`config.mk`:
```
export PLATFORM = sky130hd
export DESIGN_NAME = cycling_sensor_notification_decoder
export DESIGN_NICKNAME = d
export VERILOG_FILES = /design/src/rtl/csnd_pkg.sv /design/src/rtl/csnd_div.sv /design/src/rtl/csnd_ctrl.sv /design/src/rtl/csnd_dp.sv /design/src/rtl/cycling_sensor_notification_decoder.sv
export SDC_FILE = /design/constraint.sdc
export NUM_CORES = 1
export LEC_CHECK = 0
export ABC_AREA = 0
export BUFFER_PORTS_ARGS = -buffer_cell sky130_fd_sc_hd__clkbuf_2
export CELL_PAD_IN_SITES_DETAIL_PLACEMENT = 1
export CELL_PAD_IN_SITES_GLOBAL_PLACEMENT = 1
export CORE_MARGIN = 2
export CORE_UTILIZATION = 45
export CTS_CLUSTER_SIZE = 40
export DETAILED_ROUTE_END_ITERATION = 7
export HOLD_SLACK_MARGIN = 0.05
export PLACE_DENSITY_LB_ADDON = 0.05
export SYNTH_ARGS = -nofsm -noshare
export SYNTH_HDL_FRONTEND = slang
export SYNTH_SLANG_ARGS = --single-unit
```
`constraint.sdc`:
```
create_clock -name aclk -period 22.3 [get_ports aclk]
set_input_delay 4.46 -clock aclk [delete_from_list [all_inputs] [get_ports aclk]]
set_output_delay 4.46 -clock aclk [all_outputs]
set_load 0.02 [all_outputs]
```
`src/rtl/csnd_pkg.sv`:
```
// Shared types and constants for the cycling sensor notification decoder.
`default_nettype none
package csnd_pkg;

    // Field widths
    localparam int TYPE_W  = 2;
    localparam int PAY_W   = 56;
    localparam int LEN_W   = 8;
    localparam int MS_W    = 32;
    localparam int HALF_W  = 16;
    localparam int KIND_W  = 2;

    // Divider geometry: 32-bit dividend, 16-bit divisor, one bit per cycle
    localparam int DIVD_W  = 32;
    localparam int DIVS_W  = 16;
    localparam int DCNT_W  = $clog2(DIVD_W);

    // Cadence scale: 1024 ticks per second times 60 seconds
    localparam logic [DIVD_W-1:0] CAD_SCALE = 32'd61440;
    localparam logic [HALF_W-1:0] HOLD_RESET = 16'd1200;

    // Minimum packet lengths
    localparam logic [LEN_W-1:0] LEN_WHEEL = 8'd7;
    localparam logic [LEN_W-1:0] LEN_CRANK = 8'd5;
    localparam logic [LEN_W-1:0] LEN_HR    = 8'd2;

    // Source codes
    localparam logic [TYPE_W-1:0] SRC_CYC0 = 2'd0;
    localparam logic [TYPE_W-1:0] SRC_CYC1 = 2'd1;
    localparam logic [TYPE_W-1:0] SRC_HR   = 2'd2;

    // Result kind codes
    localparam logic [KIND_W-1:0] KIND_WHEEL   = 2'd0;
    localparam logic [KIND_W-1:0] KIND_CADENCE = 2'd1;
    localparam logic [KIND_W-1:0] KIND_HR      = 2'd2;

    // Classified packet
    typedef enum logic [1:0] {
        PKT_NONE  = 2'd0,
        PKT_WHEEL = 2'd1,
        PKT_CRANK = 2'd2,
        PKT_HR    = 2'd3
    } pkt_kind_t;

    // Controller to datapath
    typedef struct packed {
        logic capture;    // take the input item
        logic mul;        // register revolution delta times scale
        logic div_start;  // launch the serial divider
        logic finish;     // update state and load the output register
    } csnd_cmd_t;

    // Datapath to controller
    typedef struct packed {
        pkt_kind_t kind;
        logic      tdelta_zero;
        logic      div_done;
        logic      out_free;
    } csnd_sts_t;

endpackage
`default_nettype wire

```
`src/rtl/csnd_div.sv`:
```
// Restoring serial divider, one quotient bit per cycle.
`default_nettype none
module csnd_div (
    input  wire logic                          aclk,
    input  wire logic                          aresetn,
    input  wire logic                          start,
    input  wire logic [csnd_pkg::DIVD_W-1:0]   dividend,
    input  wire logic [csnd_pkg::DIVS_W-1:0]   divisor,
    output logic      [csnd_pkg::DIVD_W-1:0]   quotient,
    output logic                               done
);
    import csnd_pkg::*;

    logic [DIVD_W-1:0] quo_reg, quo_next;
    logic [DIVS_W-1:0] rem_reg, rem_next;
    logic [DIVS_W-1:0] dvs_reg;
    logic [DCNT_W-1:0] cnt_reg, cnt_next;
    logic              busy_reg, busy_next;
    logic              done_reg, done_next;
    logic [DIVS_W:0]   shifted;
    logic [DIVS_W:0]   trial;

    // One shift-subtract step
    always_comb begin
        shifted  = {rem_reg, quo_reg[DIVD_W-1]};
        trial    = shifted - {1'b0, dvs_reg};
        quo_next = quo_reg;
        rem_next = rem_reg;
        cnt_next = cnt_reg;
        busy_next = busy_reg;
        done_next = done_reg;
        if (start) begin
            quo_next  = dividend;
            rem_next  = '0;
            cnt_next  = '0;
            busy_next = 1'b1;
            done_next = 1'b0;
        end else if (busy_reg) begin
            if (!trial[DIVS_W]) begin
                rem_next = trial[DIVS_W-1:0];
                quo_next = {quo_reg[DIVD_W-2:0], 1'b1};
            end else begin
                rem_next = shifted[DIVS_W-1:0];
                quo_next = {quo_reg[DIVD_W-2:0], 1'b0};
            end
            cnt_next = cnt_reg + 1'b1;
            if (cnt_reg == DCNT_W'(DIVD_W - 1)) begin
                busy_next = 1'b0;
                done_next = 1'b1;
            end
        end
    end

    always_ff @(posedge aclk) begin
        if (!aresetn) begin
            busy_reg <= 1'b0;
            done_reg <= 1'b0;
            cnt_reg  <= '0;
        end else begin
            busy_reg <= busy_next;
            done_reg <= done_next;
            cnt_reg  <= cnt_next;
        end
    end

    // Operand registers, no reset needed
    always_ff @(posedge aclk) begin
        quo_reg <= quo_next;
        rem_reg <= rem_next;
        if (start) begin
            dvs_reg <= divisor;
        end
    end

    assign quotient = quo_reg;
    assign done     = done_reg;

endmodule
`default_nettype wire

```
`src/rtl/csnd_ctrl.sv`:
```
// Controller state machine for the notification decoder.
`default_nettype none
module csnd_ctrl (
    input  wire logic                  aclk,
    input  wire logic                  aresetn,
    input  wire logic                  s_valid,
    output logic                       s_ready,
    input  wire csnd_pkg::csnd_sts_t   sts,
    output csnd_pkg::csnd_cmd_t        cmd
);
    import csnd_pkg::*;

    typedef enum logic [4:0] {
        ST_IDLE   = 5'b00001,
        ST_DECODE = 5'b00010,
        ST_MUL    = 5'b00100,
        ST_DIV    = 5'b01000,
        ST_OUT    = 5'b10000
    } state_t;

    state_t state_reg, state_next;

    // Next state and commands
    always_comb begin
        state_next = state_reg;
        cmd        = '0;
        unique case (state_reg)
            ST_IDLE: begin
                if (s_valid) begin
                    cmd.capture = 1'b1;
                    state_next  = ST_DECODE;
                end
            end
            ST_DECODE: begin
                if (sts.kind == PKT_NONE) begin
                    state_next = ST_IDLE;
                end else if (sts.kind == PKT_CRANK && !sts.tdelta_zero) begin
                    cmd.mul    = 1'b1;
                    state_next = ST_MUL;
                end else begin
                    state_next = ST_OUT;
                end
            end
            ST_MUL: begin
                cmd.div_start = 1'b1;
                state_next    = ST_DIV;
            end
            ST_DIV: begin
                if (sts.div_done) begin
                    state_next = ST_OUT;
                end
            end
            ST_OUT: begin
                if (sts.out_free) begin
                    cmd.finish = 1'b1;
                    state_next = ST_IDLE;
                end
            end
            default: state_next = ST_IDLE;
        endcase
    end

    always_ff @(posedge aclk) begin
        if (!aresetn) begin
            state_reg <= ST_IDLE;
        end else begin
            state_reg <= state_next;
        end
    end

    assign s_ready = (state_reg == ST_IDLE);

endmodule
`default_nettype wire

```
`src/rtl/csnd_dp.sv`:
```
// Datapath: input capture, decode, crank state, cadence math and output register.
`default_nettype none
module csnd_dp (
    input  wire logic                          aclk,
    input  wire logic                          aresetn,
    input  wire csnd_pkg::csnd_cmd_t           cmd,
    output csnd_pkg::csnd_sts_t                sts,
    input  wire logic [csnd_pkg::TYPE_W-1:0]   s_req_type,
    input  wire logic [csnd_pkg::PAY_W-1:0]    s_payload,
    input  wire logic [csnd_pkg::LEN_W-1:0]    s_packet_length,
    input  wire logic [csnd_pkg::MS_W-1:0]     s_now_ms,
    input  wire logic                          cfg_valid,
    input  wire logic [csnd_pkg::HALF_W-1:0]   cfg_data,
    output logic                               m_valid,
    input  wire logic                          m_ready,
    output logic      [csnd_pkg::KIND_W-1:0]   m_result_kind,
    output logic      [csnd_pkg::MS_W-1:0]     m_wheel_revs,
    output logic      [csnd_pkg::HALF_W-1:0]   m_wheel_event_time,
    output logic      [csnd_pkg::HALF_W-1:0]   m_cadence_rpm,
    output logic      [csnd_pkg::HALF_W-1:0]   m_crank_revs,
    output logic      [csnd_pkg::HALF_W-1:0]   m_heart_rate
);
    import csnd_pkg::*;

    // Captured item
    logic [TYPE_W-1:0] type_reg;
    logic [PAY_W-1:0]  pay_reg;
    logic [LEN_W-1:0]  len_reg;
    logic [MS_W-1:0]   now_reg;

    // Configuration and crank state
    logic [HALF_W-1:0] hold_reg;
    logic [HALF_W-1:0] prev_revs_reg;
    logic [HALF_W-1:0] prev_time_reg;
    logic [MS_W-1:0]   last_prog_reg;
    logic [HALF_W-1:0] held_reg;

    // Multiplier result
    logic [DIVD_W-1:0] prod_reg;

    // Output register
    logic              out_valid_reg, out_valid_next;
    logic [KIND_W-1:0] kind_reg;
    logic [MS_W-1:0]   wrevs_reg;
    logic [HALF_W-1:0] wtime_reg;
    logic [HALF_W-1:0] cad_reg;
    logic [HALF_W-1:0] crevs_reg;
    logic [HALF_W-1:0] hr_reg;

    logic [7:0]        flags;
    logic              is_cyc;
    pkt_kind_t         kind;
    logic [HALF_W-1:0] revs;
    logic [HALF_W-1:0] ctime;
    logic [HALF_W-1:0] tdelta;
    logic [HALF_W-1:0] base_revs;
    logic [HALF_W-1:0] rdelta;
    logic [MS_W-1:0]   elapsed;
    logic [DIVD_W-1:0] quotient;
    logic              div_done;
    logic [HALF_W-1:0] cad_new;
    logic [HALF_W-1:0] hr_val;

    // Packet classification
    always_comb begin
        flags  = pay_reg[7:0];
        is_cyc = (type_reg == SRC_CYC0) || (type_reg == SRC_CYC1);
        kind   = PKT_NONE;
        if (is_cyc && flags[0]) begin
            if (len_reg >= LEN_WHEEL) kind = PKT_WHEEL;
        end else if (is_cyc && flags[1]) begin
            if (len_reg >= LEN_CRANK) kind = PKT_CRANK;
        end else if (type_reg == SRC_HR) begin
            if (len_reg >= LEN_HR) kind = PKT_HR;
        end
    end

    // Crank deltas; a zero count means no packet seen yet
    always_comb begin
        revs      = pay_reg[23:8];
        ctime     = pay_reg[39:24];
        tdelta    = ctime - prev_time_reg;
        base_revs = (prev_revs_reg == '0) ? revs : prev_revs_reg;
        rdelta    = revs - base_revs;
        elapsed   = now_reg - last_prog_reg;
    end

    // New cadence: saturated quotient, or held or zeroed when time stands still
    always_comb begin
        if (tdelta != '0) begin
            cad_new = (quotient[DIVD_W-1:HALF_W] != '0) ? '1 : quotient[HALF_W-1:0];
        end else if (elapsed > MS_W'(hold_reg)) begin
            cad_new = '0;
        end else begin
            cad_new = held_reg;
        end
        hr_val = {flags[0] ? pay_reg[23:16] : 8'd0, pay_reg[15:8]};
    end

    csnd_div u_div (
        .aclk     (aclk),
        .aresetn  (aresetn),
        .start    (cmd.div_start),
        .dividend (prod_reg),
        .divisor  (tdelta),
        .quotient (quotient),
        .done     (div_done)
    );

    // Input capture and product
    always_ff @(posedge aclk) begin
        if (cmd.capture) begin
            type_reg <= s_req_type;
            pay_reg  <= s_payload;
            len_reg  <= s_packet_length;
            now_reg  <= s_now_ms;
        end
        if (cmd.mul) begin
            prod_reg <= DIVD_W'(rdelta) * CAD_SCALE;
        end
    end

    // Configuration and crank state
    always_ff @(posedge aclk) begin
        if (!aresetn) begin
            hold_reg      <= HOLD_RESET;
            prev_revs_reg <= '0;
            prev_time_reg <= '0;
            last_prog_reg <= '0;
            held_reg      <= '0;
        end else begin
            if (cfg_valid) begin
                hold_reg <= cfg_data;
            end
            if (cmd.finish && kind == PKT_CRANK) begin
                prev_revs_reg <= revs;
                held_reg      <= cad_new;
                if (tdelta != '0) begin
                    prev_time_reg <= ctime;
                    last_prog_reg <= now_reg;
                end
            end
        end
    end

    // Output handshake
    always_comb begin
        out_valid_next = out_valid_reg;
        if (out_valid_reg && m_ready) out_valid_next = 1'b0;
        if (cmd.finish)               out_valid_next = 1'b1;
    end

    always_ff @(posedge aclk) begin
        if (!aresetn) begin
            out_valid_reg <= 1'b0;
        end else begin
            out_valid_reg <= out_valid_next;
        end
    end

    // Output payload; fields foreign to the kind are zero
    always_ff @(posedge aclk) begin
        if (cmd.finish) begin
            kind_reg  <= KIND_HR;
            wrevs_reg <= '0;
            wtime_reg <= '0;
            cad_reg   <= '0;
            crevs_reg <= '0;
            hr_reg    <= '0;
            case (kind)
                PKT_WHEEL: begin
                    kind_reg  <= KIND_WHEEL;
                    wrevs_reg <= pay_reg[39:8];
                    wtime_reg <= pay_reg[55:40];
                end
                PKT_CRANK: begin
                    kind_reg  <= KIND_CADENCE;
                    cad_reg   <= cad_new;
                    crevs_reg <= revs;
                end
                default: begin
                    hr_reg <= hr_val;
                end
            endcase
        end
    end

    assign sts.kind        = kind;
    assign sts.tdelta_zero = (tdelta == '0);
    assign sts.div_done    = div_done;
    assign sts.out_free    = !out_valid_reg || m_ready;

    assign m_valid            = out_valid_reg;
    assign m_result_kind      = kind_reg;
    assign m_wheel_revs       = wrevs_reg;
    assign m_wheel_event_time = wtime_reg;
    assign m_cadence_rpm      = cad_reg;
    assign m_crank_revs       = crevs_reg;
    assign m_heart_rate       = hr_reg;

endmodule
`default_nettype wire

```
`src/rtl/cycling_sensor_notification_decoder.sv`:
```
// Top level of the cycling sensor notification decoder.
//
//   channel  direction  handshake              payload
//   s_       in         s_valid / s_ready      req_type, payload, packet_length, now_ms
//   m_       out        m_valid / m_ready      result_kind, wheel, cadence, crank, heart rate
//   cfg_     in         cfg_valid / cfg_ready  cadence_hold_ms (16 bit)
//
// Wheel and heart-rate items pass DECODE and OUT; dropped packets return from DECODE to IDLE.
// Crank items with time progress also pass MUL and DIV, where the 32-step serial divider runs.
// Synchronous active-low reset; the hold time returns to 1200 ms, crank state to zero.
// A new item is taken while a result waits on m_; it stalls before its own output load.
`default_nettype none
module cycling_sensor_notification_decoder (
    input  wire logic                          aclk,
    input  wire logic                          aresetn,
    input  wire logic                          s_valid,
    output logic                               s_ready,
    input  wire logic [csnd_pkg::TYPE_W-1:0]   s_req_type,
    input  wire logic [csnd_pkg::PAY_W-1:0]    s_payload,
    input  wire logic [csnd_pkg::LEN_W-1:0]    s_packet_length,
    input  wire logic [csnd_pkg::MS_W-1:0]     s_now_ms,
    input  wire logic                          cfg_valid,
    output logic                               cfg_ready,
    input  wire logic [csnd_pkg::HALF_W-1:0]   cfg_data,
    output logic                               m_valid,
    input  wire logic                          m_ready,
    output logic      [csnd_pkg::KIND_W-1:0]   m_result_kind,
    output logic      [csnd_pkg::MS_W-1:0]     m_wheel_revs,
    output logic      [csnd_pkg::HALF_W-1:0]   m_wheel_event_time,
    output logic      [csnd_pkg::HALF_W-1:0]   m_cadence_rpm,
    output logic      [csnd_pkg::HALF_W-1:0]   m_crank_revs,
    output logic      [csnd_pkg::HALF_W-1:0]   m_heart_rate
);
    import csnd_pkg::*;

    csnd_cmd_t cmd;
    csnd_sts_t sts;

    // Register writes are always taken
    assign cfg_ready = 1'b1;

    csnd_ctrl u_ctrl (
        .aclk    (aclk),
        .aresetn (aresetn),
        .s_valid (s_valid),
        .s_ready (s_ready),
        .sts     (sts),
        .cmd     (cmd)
    );

    csnd_dp u_dp (
        .aclk               (aclk),
        .aresetn            (aresetn),
        .cmd                (cmd),
        .sts                (sts),
        .s_req_type         (s_req_type),
        .s_payload          (s_payload),
        .s_packet_length    (s_packet_length),
        .s_now_ms           (s_now_ms),
        .cfg_valid          (cfg_valid),
        .cfg_data           (cfg_data),
        .m_valid            (m_valid),
        .m_ready            (m_ready),
        .m_result_kind      (m_result_kind),
        .m_wheel_revs       (m_wheel_revs),
        .m_wheel_event_time (m_wheel_event_time),
        .m_cadence_rpm      (m_cadence_rpm),
        .m_crank_revs       (m_crank_revs),
        .m_heart_rate       (m_heart_rate)
    );

endmodule
`default_nettype wire

```
After elaboration in Yosys (flattened, before gate mapping) --
Cells that the tools add are included.
Operators by class: $add $sub $neg 5, multipliers 1, magnitude comparators 4, equal/unequal tests 13, mux-type cells 34, bitwise operators 2, reduce and logical (&&, ||, !) cells 23
Operators by type and width (count):
- 16-bit 2-to-1 mux | 5
- 32-bit 2-to-1 mux | 2
- 32-bit by 16-bit > comparator with 1-bit output | 1
- 16-bit zero test | 2
- 16-bit nonzero test | 2
- 16-bit subtractor | 2
- 32-bit subtractor | 1
- 5-bit 2-to-1 mux | 5
- 5-bit one-hot mux with 5 select lines | 1
- 16-bit by 4-bit multiplier with 20-bit output, second input constant | 1
- 17-bit by 16-bit subtractor with 17-bit output | 1
- 8-bit by 3-bit >= comparator with 1-bit output, second input constant | 2
- 1-bit 2-to-1 mux | 15
- 5-bit equality test, second input constant | 2
- 2-bit 2-to-1 mux | 5
- 8-bit by 2-bit >= comparator with 1-bit output, second input constant | 1
- 5-bit by 1-bit adder with 5-bit output, second input constant | 1
- 5-bit by 1-bit equality test with 1-bit output, second input constant | 1
- 5-bit by 2-bit equality test with 1-bit output, second input constant | 1
- 5-bit by 3-bit equality test with 1-bit output, second input constant | 1
- 5-bit by 4-bit equality test with 1-bit output, second input constant | 1
- 1-bit logical AND | 5
- 2-bit by 1-bit equality test with 1-bit output, second input constant | 2
- 2-bit equality test, second input constant | 2
- 12 further kinds | 20
Storage, ports and cells: register bits 389, output and inout port bits 101, logic and storage cells 108

Longest topological paths before layout --
Gate-level depths: netlist of the first run.
depth after elaboration 10, depth in mapped cells 26, depth with buffers taken out 26

Cells and area by module --
A second synthesis of the first run with hierarchy kept.
Second synthesis, totals: cell total of the unflattened synthesis 1880, area total of the unflattened synthesis 20328.2 µm²
Modules (own cells, without submodules):
- csnd_dp | instances 1, cells an instance 1477, area each 16111.7 µm²
- csnd_div | instances 1, cells an instance 351, area each 3839.9 µm²
- csnd_ctrl | instances 1, cells an instance 50, area each 365.4 µm²
- cycling_sensor_notification_decoder | instances 1, cells an instance 2, area each 11.3 µm²

Worst setup path after synthesis of the first run --
Ideal clock, no wire load.
path kind input-to-reg, start point input m_ready, end point register u_dp.last_prog_reg[11], arrival time 10.356 ns, setup slack 11.873 ns, stages on the path 9, path buffers 4, cells stage by stage nand2b_1 > nor2b_1 > and2_1 > clkbuf_1 > and2_1 > clkbuf_1 > buf_6 > buf_6 > mux2i_1
RTL lines:
- start, declared | RTL line cycling_sensor_notification_decoder.sv:26 | input wire logic m_ready,
- end signal, assigned | RTL line csnd_dp.sv:140 | last_prog_reg <= now_reg;
- end, declared | RTL line csnd_dp.sv:35 | logic [MS_W-1:0] last_prog_reg;

Final worst setup path of the first run --
start point register u_dp.prev_revs_reg[15], end point register u_dp.prod_reg[30] (data pin)
Between the ends: cells in the longest elaborated chain, start to end 4
RTL lines:
- start, declared | RTL line csnd_dp.sv:33 | logic [HALF_W-1:0] prev_revs_reg;
- start signal, assigned | RTL line csnd_dp.sv:136 | prev_revs_reg <= revs;
- 16-bit zero test | RTL line csnd_dp.sv:83 | base_revs = (prev_revs_reg == '0) ? revs : prev_revs_reg;
- 16-bit 2-to-1 mux (*) | RTL line csnd_dp.sv:83
- 16-bit subtractor (*) | RTL line csnd_dp.sv:84 | rdelta = revs - base_revs;
- 16-bit by 4-bit multiplier with 20-bit output (*) | RTL line csnd_dp.sv:119 | prod_reg <= DIVD_W'(rdelta) * CAD_SCALE;
- end signal, assigned | RTL line csnd_dp.sv:119
- end, declared | RTL line csnd_dp.sv:39 | logic [DIVD_W-1:0] prod_reg;
Mark *: on every way between the ends. The rest lies on a longest branch, timed or not. A chain may end at the register's enable or synchronous reset.

==> summary.md, run 1 <==
| Metric | Value |
|---|---|
| Status | `finished clean` |
| Vias in the first global route | `16800` |
| Main synth FF type | `edfxtp_1` |
| P&R area growth vs syn | `14.8%` |
| R2R Path Start | `u_dp.prev_revs_reg[15]` |
| Initial DRC Count | `920` |
| Synth Cell Area | `21100 um^2` |
| Most frequent cells in the layout | `nand2_1 (258), edfxtp_1 (258), clkbuf_2 (211)` |
| Sequential Area | `10200 um^2` |
| Yosys top cell by area | `edfxtp_1` |
| Power Density | `103 nW/um^2` |
| CTS tree | `built` |
| GRT Resource Usage Total | `22.4%` |
| TritonRoute pass-1 iters | `5` |
| Die ar. | `48700 um^2` |
| Ys async rst share | `0%` |
| Die span in x | `221 um` |
| Fin crit period | `7.40 ns` |
| Slew @ Worst Pin | `1.08 ns` |
| Synthesized flop and latch total | `383` |
| DRC Markers | `0` |
| EDFF count, synth | `258` |
| Clk sink count | `383` |
| Static Leak | `9.56 nW` |
| Largest net degree at the start of global routing | `97` |
| Worst setup SP type | `register` |
| Total congestion overflow | `0` |
| Rows | `79` |
| Worst EP required | `22.63 ns` |
| Worst setup path end | `u_dp.prod_reg[30]` |
| Routability Congestion | `0.848` |
| Via/cell ratio | `5.51` |
| Initial antenna violation count | `1` |
| Relative slew slack | `28.1%` |
| Worst-path fanout max | `14` |
| Critical Path End Type | `register` |
| CTS Buf Count | `44` |
| CORE AREA | `46500 um^2` |
| Post-DP HPWL | `38.2 mm` |
| R2r worst-path depth | `26` |
| Worst Setup Path Type | `reg2reg` |
| Library cells used by synthesis | `77` |
| WL final | `54.2 mm` |
| YS warnings | `0` |
| Syn_nets | `2350` |
| Reg clk slew, reported paths | `0.06 ns` |
| Post-DRT Antenna Nets | `0` |
| Post_cts resized | `0` |
| Share of layout cells above drive strength 1 | `14.1%` |
| Max-Cap Viols | `0` |
| Largest cells by area after synthesis | `edfxtp_1 (37%), dfxtp_1 (12%), ha_1 (7.3%)` |
| Clock latency at the later pin of the worst-skew pair | `0.59 ns` |
| Reg2reg end | `u_dp.prod_reg[30]` |
| Postcts setup bufs | `0` |
| Nets@finish | `2529` |
| Crit. Startpoint | `u_dp.prev_revs_reg[15]` |
| Max Fclk | `135 MHz` |
| Final core utilization | `52.2%` |
| Fin. max-slew vios | `0` |
| Final Setup Violations | `0` |
| I/O pin count | `220` |
| Register area share after synthesis | `48.5%` |
| Antenna diode count | `0` |
| Buffers on Ports | `212` |
| WHS Path Cells | `2` |
| Number of fill cells | `5224` |
| Hold-fix buffers, CTS | `0` |
| Area of the multi-input gates | `9930 um^2` |
| Hold_sp | `u_dp.last_prog_reg[24]` |
| Effective utilization at floorplan | `45.5%` |
| Synth Instances | `2082` |
| H-tree depth | `2` |
| Clock buffer depth | `3` |
| Top-area cell type share of the netlist area | `36.6%` |
| Worst Hold Class | `reg2reg` |
| Max FFs per register | `50` |
| VDD IR max | `104 uV` |
| Root Buffer | `clkbuf_16` |
| Setup TNS | `0 ns` |
| Die Y | `221 um` |
| Mapped Avg Cell Area | `10.2 um^2` |
| Routed len/inst | `18.7 um` |
| Final period utilization | `33.2%` |
| R2R setup slack | `14.90 ns` |
| Final hold viol count | `0` |
| Global-route wire length before repair | `87.1 mm` |
| Via count | `16000` |
| Unrepaired setup endpoints after global routing | `false` |
| Worst Path Arrival | `7.72 ns` |
| Clk_skew | `0.0171 ns` |
[worst min path at each step]
stage                                  end  slack (ns)
finish              u_dp.last_prog_reg[24]        0.46
detailed placement   u_dp.prev_time_reg[3]        0.45
global placement    u_dp.last_prog_reg[19]        0.44
floorplan           u_dp.last_prog_reg[10]        0.43
CTS                 u_dp.last_prog_reg[24]        0.46
global route         u_dp.prev_time_reg[5]        0.48
[per-stage QoR]
stage | instance area [um^2] | total power [mW] | cells | setup WS, ns | hold WS, ns
2_1_floorplan | 21100 | 1.55 | 2082 | 11.87 | 0.435
4_1_cts | 24300 | 2.54 | 2904 | 14.83 | 0.464
3_3_place_gp | 22700 | 1.71 | 2822 | 15.10 | 0.442
5_1_grt | 24300 | 2.68 | 2904 | 14.25 | 0.477
3_5_place_dp | 22700 | 1.75 | 2822 | 14.97 | 0.454
6_report | 24300 | 2.50 | 2904 | 14.90 | 0.458
[cells by family after synthesis]
| kind of cell | Yosys count | share of synthesized area, % |
|---|---|---|
| AOI/OAI and AO/OA | 394 | 12.2 |
| muxes | 84 | 3.99 |
| other | 1 | 0.0177 |
| xor gates and xnor gates | 82 | 3.46 |
| and+or+nand+nor | 730 | 17.2 |
| buffers and inverters | 254 | 4.65 |
| adders and majority gates | 154 | 9.98 |
| DFF | 383 | 48.5 |
[worst max-delay path: stages, from the launching register on]
cell       delay, ns
dfxtp_1         0.34
nor4_1          0.42
nand4_1         0.25
nor2_1          0.83
a21o_1          0.23
ha_1            0.14
inv_1           0.05
fa_1            0.39
a21o_1          0.17
a21oi_1         0.21
o211ai_1        0.16
a21oi_1         0.23
o21ai_0         0.26
nor2_1          0.18
xor2_1          0.53
xnor2_1         0.23
xnor2_1         0.19
fa_1            0.53
inv_1           0.04
ha_1            0.35
nand3_1         0.10
nand2_1         0.07
a41o_1          0.22
o41ai_1         0.53
o2111ai_1       0.20
a21oi_1         0.20
xnor2_1         0.08
[layout make-up]
class	instances	area share, %
sequential	383	42.2
tap	607	3.13
timing repair buffer	227	4.85
inverter	160	2.48
multi-input combinational	1445	40.9
clock buffer	58	4.80
clock inverter	24	1.57
[synth_stat cells, types with 20 or more instances]
library cell	instances
a21o_1	27
o21a_1	21
xnor2_1	52
nor4_1	21
a21oi_1	107
nand4_1	23
nand2b_1	22
mux2i_1	82
nand3_1	73
ha_1	123
xor2_1	29
nor2b_1	23
o211ai_1	20
edfxtp_1	258
or2_2	20
dfxtp_1	125
fa_1	26
and2_1	102
clkbuf_1	84
inv_1	159
o21ai_0	95
and3_1	30
nand2_1	258
nor2_1	83
nor3_1	34
a41oi_1	20
[layer usage]
metal	vias up	wire, um	track usage (%)
met3	56	1600	3.40
li1	7763	-	-
met2	219	27200	39.4
met4	0	1010	5.33
met1	7974	24500	28.8
met5	-	0	0
[report_power, final]
part	leakage [nW]	switching (mW)	internal (mW)	total [mW]
Combinational	5.40	0.495	0.380	0.875
Sequential	3.41	0.0171	0.837	0.854
Clock	0.744	0.307	0.465	0.772
Total	9.56	0.819	1.68	2.50
Note: power is estimated with default switching activity, not from simulation.
==> run 2: changes to the inputs <==
==> constraint.sdc (replaced) <==
create_clock -name aclk -period 7.3 [get_ports aclk]
set_input_delay 1.46 -clock aclk [delete_from_list [all_inputs] [get_ports aclk]]
set_output_delay 1.46 -clock aclk [all_outputs]
set_load 0.02 [all_outputs]
==> run 2 against run 1 <==
  * Clock power increased to 2.7 times the previous value
  * Sequential power increased to 3.1 times the previous value
  * Cell count about the same
  * Worst setup slack got worse by 14 ns
  * Hold slack improved by 0.00076 ns
  * Combinational power increased to 3.1 times the previous value
  * Sequential share of layout area increased by 0.30 points
  * First-iteration DRC count decreased by 13%
  * Die area unchanged
  * Critical path type unchanged
==> summary.md, run 2 (synthesis results as in run 1) <==
| Metric | Value |
|---|---|
| Initial DRC Count | `800 (-13%)` |
| VDD IR max | `299 uV (+190%)` |
| Status | `finished clean` |
| Number of fill cells | `5168 (-1.1%)` |
| Worst Hold Class | `reg2reg` |
| Fin cells | `2905 (+0.034%)` |
| Area of the multi-input gates | `9930 um^2 (unchanged)` |
| R2R Path Start | `u_dp.prev_revs_reg[7]` |
| GRT Resource Usage Total | `22.1% (-0.28 points)` |
| Hold-fix buffers, CTS | `0 (unchanged)` |
| Worst Path Arrival | `6.82 ns (-0.90 ns)` |
| Vias in the first global route | `16700 (-0.89%)` |
| Routability Congestion | `0.834 (-1.7%)` |
| Unrepaired setup endpoints after global routing | `false` |
| H-tree depth | `2 (unchanged)` |
| Final setup margin | `0.809 ns (-14.09 ns)` |
| Max Fclk | `154 MHz (+14%)` |
| Die Y | `221 um (unchanged)` |
| Reg clk slew, reported paths | `0.06 ns (about the same)` |
| Worst EP required | `7.63 ns (-15.00 ns)` |
| Max-Cap Viols | `0 (unchanged)` |
| Critical Path End Type | `register` |
| Power Density | `306 nW/um^2 (+200%)` |
| Post-DP HPWL | `38.6 mm (+0.97%)` |
| Sequential Area | `10200 um^2 (unchanged)` |
| Largest net degree at the start of global routing | `96 (-1.0%)` |
| WL final | `53.4 mm (-1.5%)` |
| Routed len/inst | `18.4 um (-1.6%)` |
| Met1 Resource Use GR | `28.6% (-0.25 points)` |
| Hold_sp | `u_dp.last_prog_reg[17]` |
| Final core utilization | `51.9% (-0.37 points)` |
| Buffers on Ports | `212 (unchanged)` |
| Final Setup Violations | `0 (unchanged)` |
| Global-route wire length before repair | `86.2 mm (-1.1%)` |
| TritonRoute pass-1 iters | `4 (-1)` |
| Slew @ Worst Pin | `0.999 ns (-0.0789 ns)` |
| Worst setup SP type | `register` |
| Effective utilization at floorplan | `45.5% (unchanged)` |
| Die span in x | `221 um (unchanged)` |
| Clk sink count | `383 (unchanged)` |
| Post_cts resized | `0 (unchanged)` |
| Worst-path fanout max | `4 (-10)` |
| Met2 usage in global routing | `38.3% (-1.1 points)` |
| Total congestion overflow | `0 (unchanged)` |
| Fin. max-slew vios | `0 (unchanged)` |
| Max FFs per register | `50 (unchanged)` |
| Clock buffer depth | `3 (unchanged)` |
| Via/cell ratio | `5.49 (-0.51%)` |
| R2r worst-path depth | `24 (-7.7%)` |
| Rows | `79 (unchanged)` |
| CTS tree | `built` |
| Crit. Startpoint | `u_dp.prev_revs_reg[7]` |
| Final period utilization | `88.9% (+56 points)` |
| I/O pin count | `220 (unchanged)` |
| CORE AREA | `46500 um^2 (unchanged)` |
| Worst Setup Path Type | `reg2reg` |
| Via count | `15900 (-0.47%)` |
| WHS Path Cells | `2 (unchanged)` |
| Initial antenna violation count | `1 (unchanged)` |
| Final hold viol count | `0 (unchanged)` |
| Nets@finish | `2530 (+0.040%)` |
| Root Buffer | `clkbuf_16` |
| Fin crit period | `6.49 ns (-0.906 ns)` |
| Postcts setup bufs | `0 (unchanged)` |
| Clk_skew | `0.0193 ns (+0.00222 ns)` |
| Pre-CTS setup slack | `0.731 ns (-14.24 ns)` |
| Post-DRT Antenna Nets | `0 (unchanged)` |
| Most frequent cells in the layout | `nand2_1 (258), edfxtp_1 (258), clkbuf_2 (211)` |
| CTS Buf Count | `43 (-2.3%)` |
| DRC Markers | `0 (unchanged)` |
| P&R area growth vs syn | `13.9%` |
| Die ar. | `48700 um^2 (unchanged)` |
| Relative slew slack | `32.5% (+4.4 points)` |
| Met3 usage | `3.84% (+0.44 points)` |
| Placed cells | `2824 (+0.071%)` |
| Top Usage Layer GRT | `met2` |
| Static Leak | `9.47 nW (-0.89%)` |
| Setup TNS | `0 ns (unchanged)` |
| Clock latency at the later pin of the worst-skew pair | `0.59 ns (about the same)` |
| Share of layout cells above drive strength 1 | `14.0% (-0.13 points)` |
## run 2: path summary, 6_finish.rpt
check / slack, ns / end
worst max-delay path: 0.81 / u_dp.prod_reg[30]
worst min-delay path: 0.46 / u_dp.last_prog_reg[17]
worst max register to register: 0.81 / u_dp.prod_reg[30]
worst min register to register: 0.46 / u_dp.last_prog_reg[17]
## run 2: layer usage
| metal | wire, um | share of wire (%) |
|---|---|---|
| met1 | 24000 | 45 |
| met2 | 26300 | 49 |
| met3 | 1920 | 3.6 |
| met4 | 1120 | 2.1 |
| met5 | 11 | 0.021 |
## run 2: area by class of cell
cell class	count	area share, %
sequential	383	42.5
multi-input combinational	1445	41.2
clock buffer	64	4.96
timing repair buffer	229	4.94
tap	607	3.15
inverter	160	2.49
clock inverter	16	0.675
antenna	1	0.0104
## run 2: per-stage QoR
stage	hold slack, ns	power [mW]	area, um^2
after floorplan	0.435	4.75	21100
after global placement	0.442	5.23	22700
after detailed placement	0.454	5.36	22700
after CTS	0.463	7.48	24100
after global routing	0.484	7.93	24100
final	0.459	7.37	24100
## run 2: worst max-delay path: stages (launching register included)
cell       delay [ns]
dfxtp_1          0.33
nor4_1           0.40
nand4_1          0.23
nor2_1           0.24
a21o_1           0.15
ha_1             0.13
inv_1            0.06
fa_1             0.39
a21o_1           0.18
a21oi_1          0.23
o211ai_1         0.15
xnor2_1          0.47
inv_1            0.17
ha_1             0.37
xnor2_1          0.16
fa_1             0.52
inv_1            0.05
ha_1             0.35
a21oi_1          0.14
o21ai_0          0.13
a41o_1           0.28
o41ai_1          0.56
o2111ai_1        0.22
a21oi_1          0.23
xnor2_1          0.10
## run 2: where the power goes
| group | internal (mW) | switching, mW |
|---|---|---|
| logic | 1.16 | 1.51 |
| registers | 2.56 | 0.0521 |
| clock network | 1.18 | 0.905 |
| total | 4.90 | 2.47 |
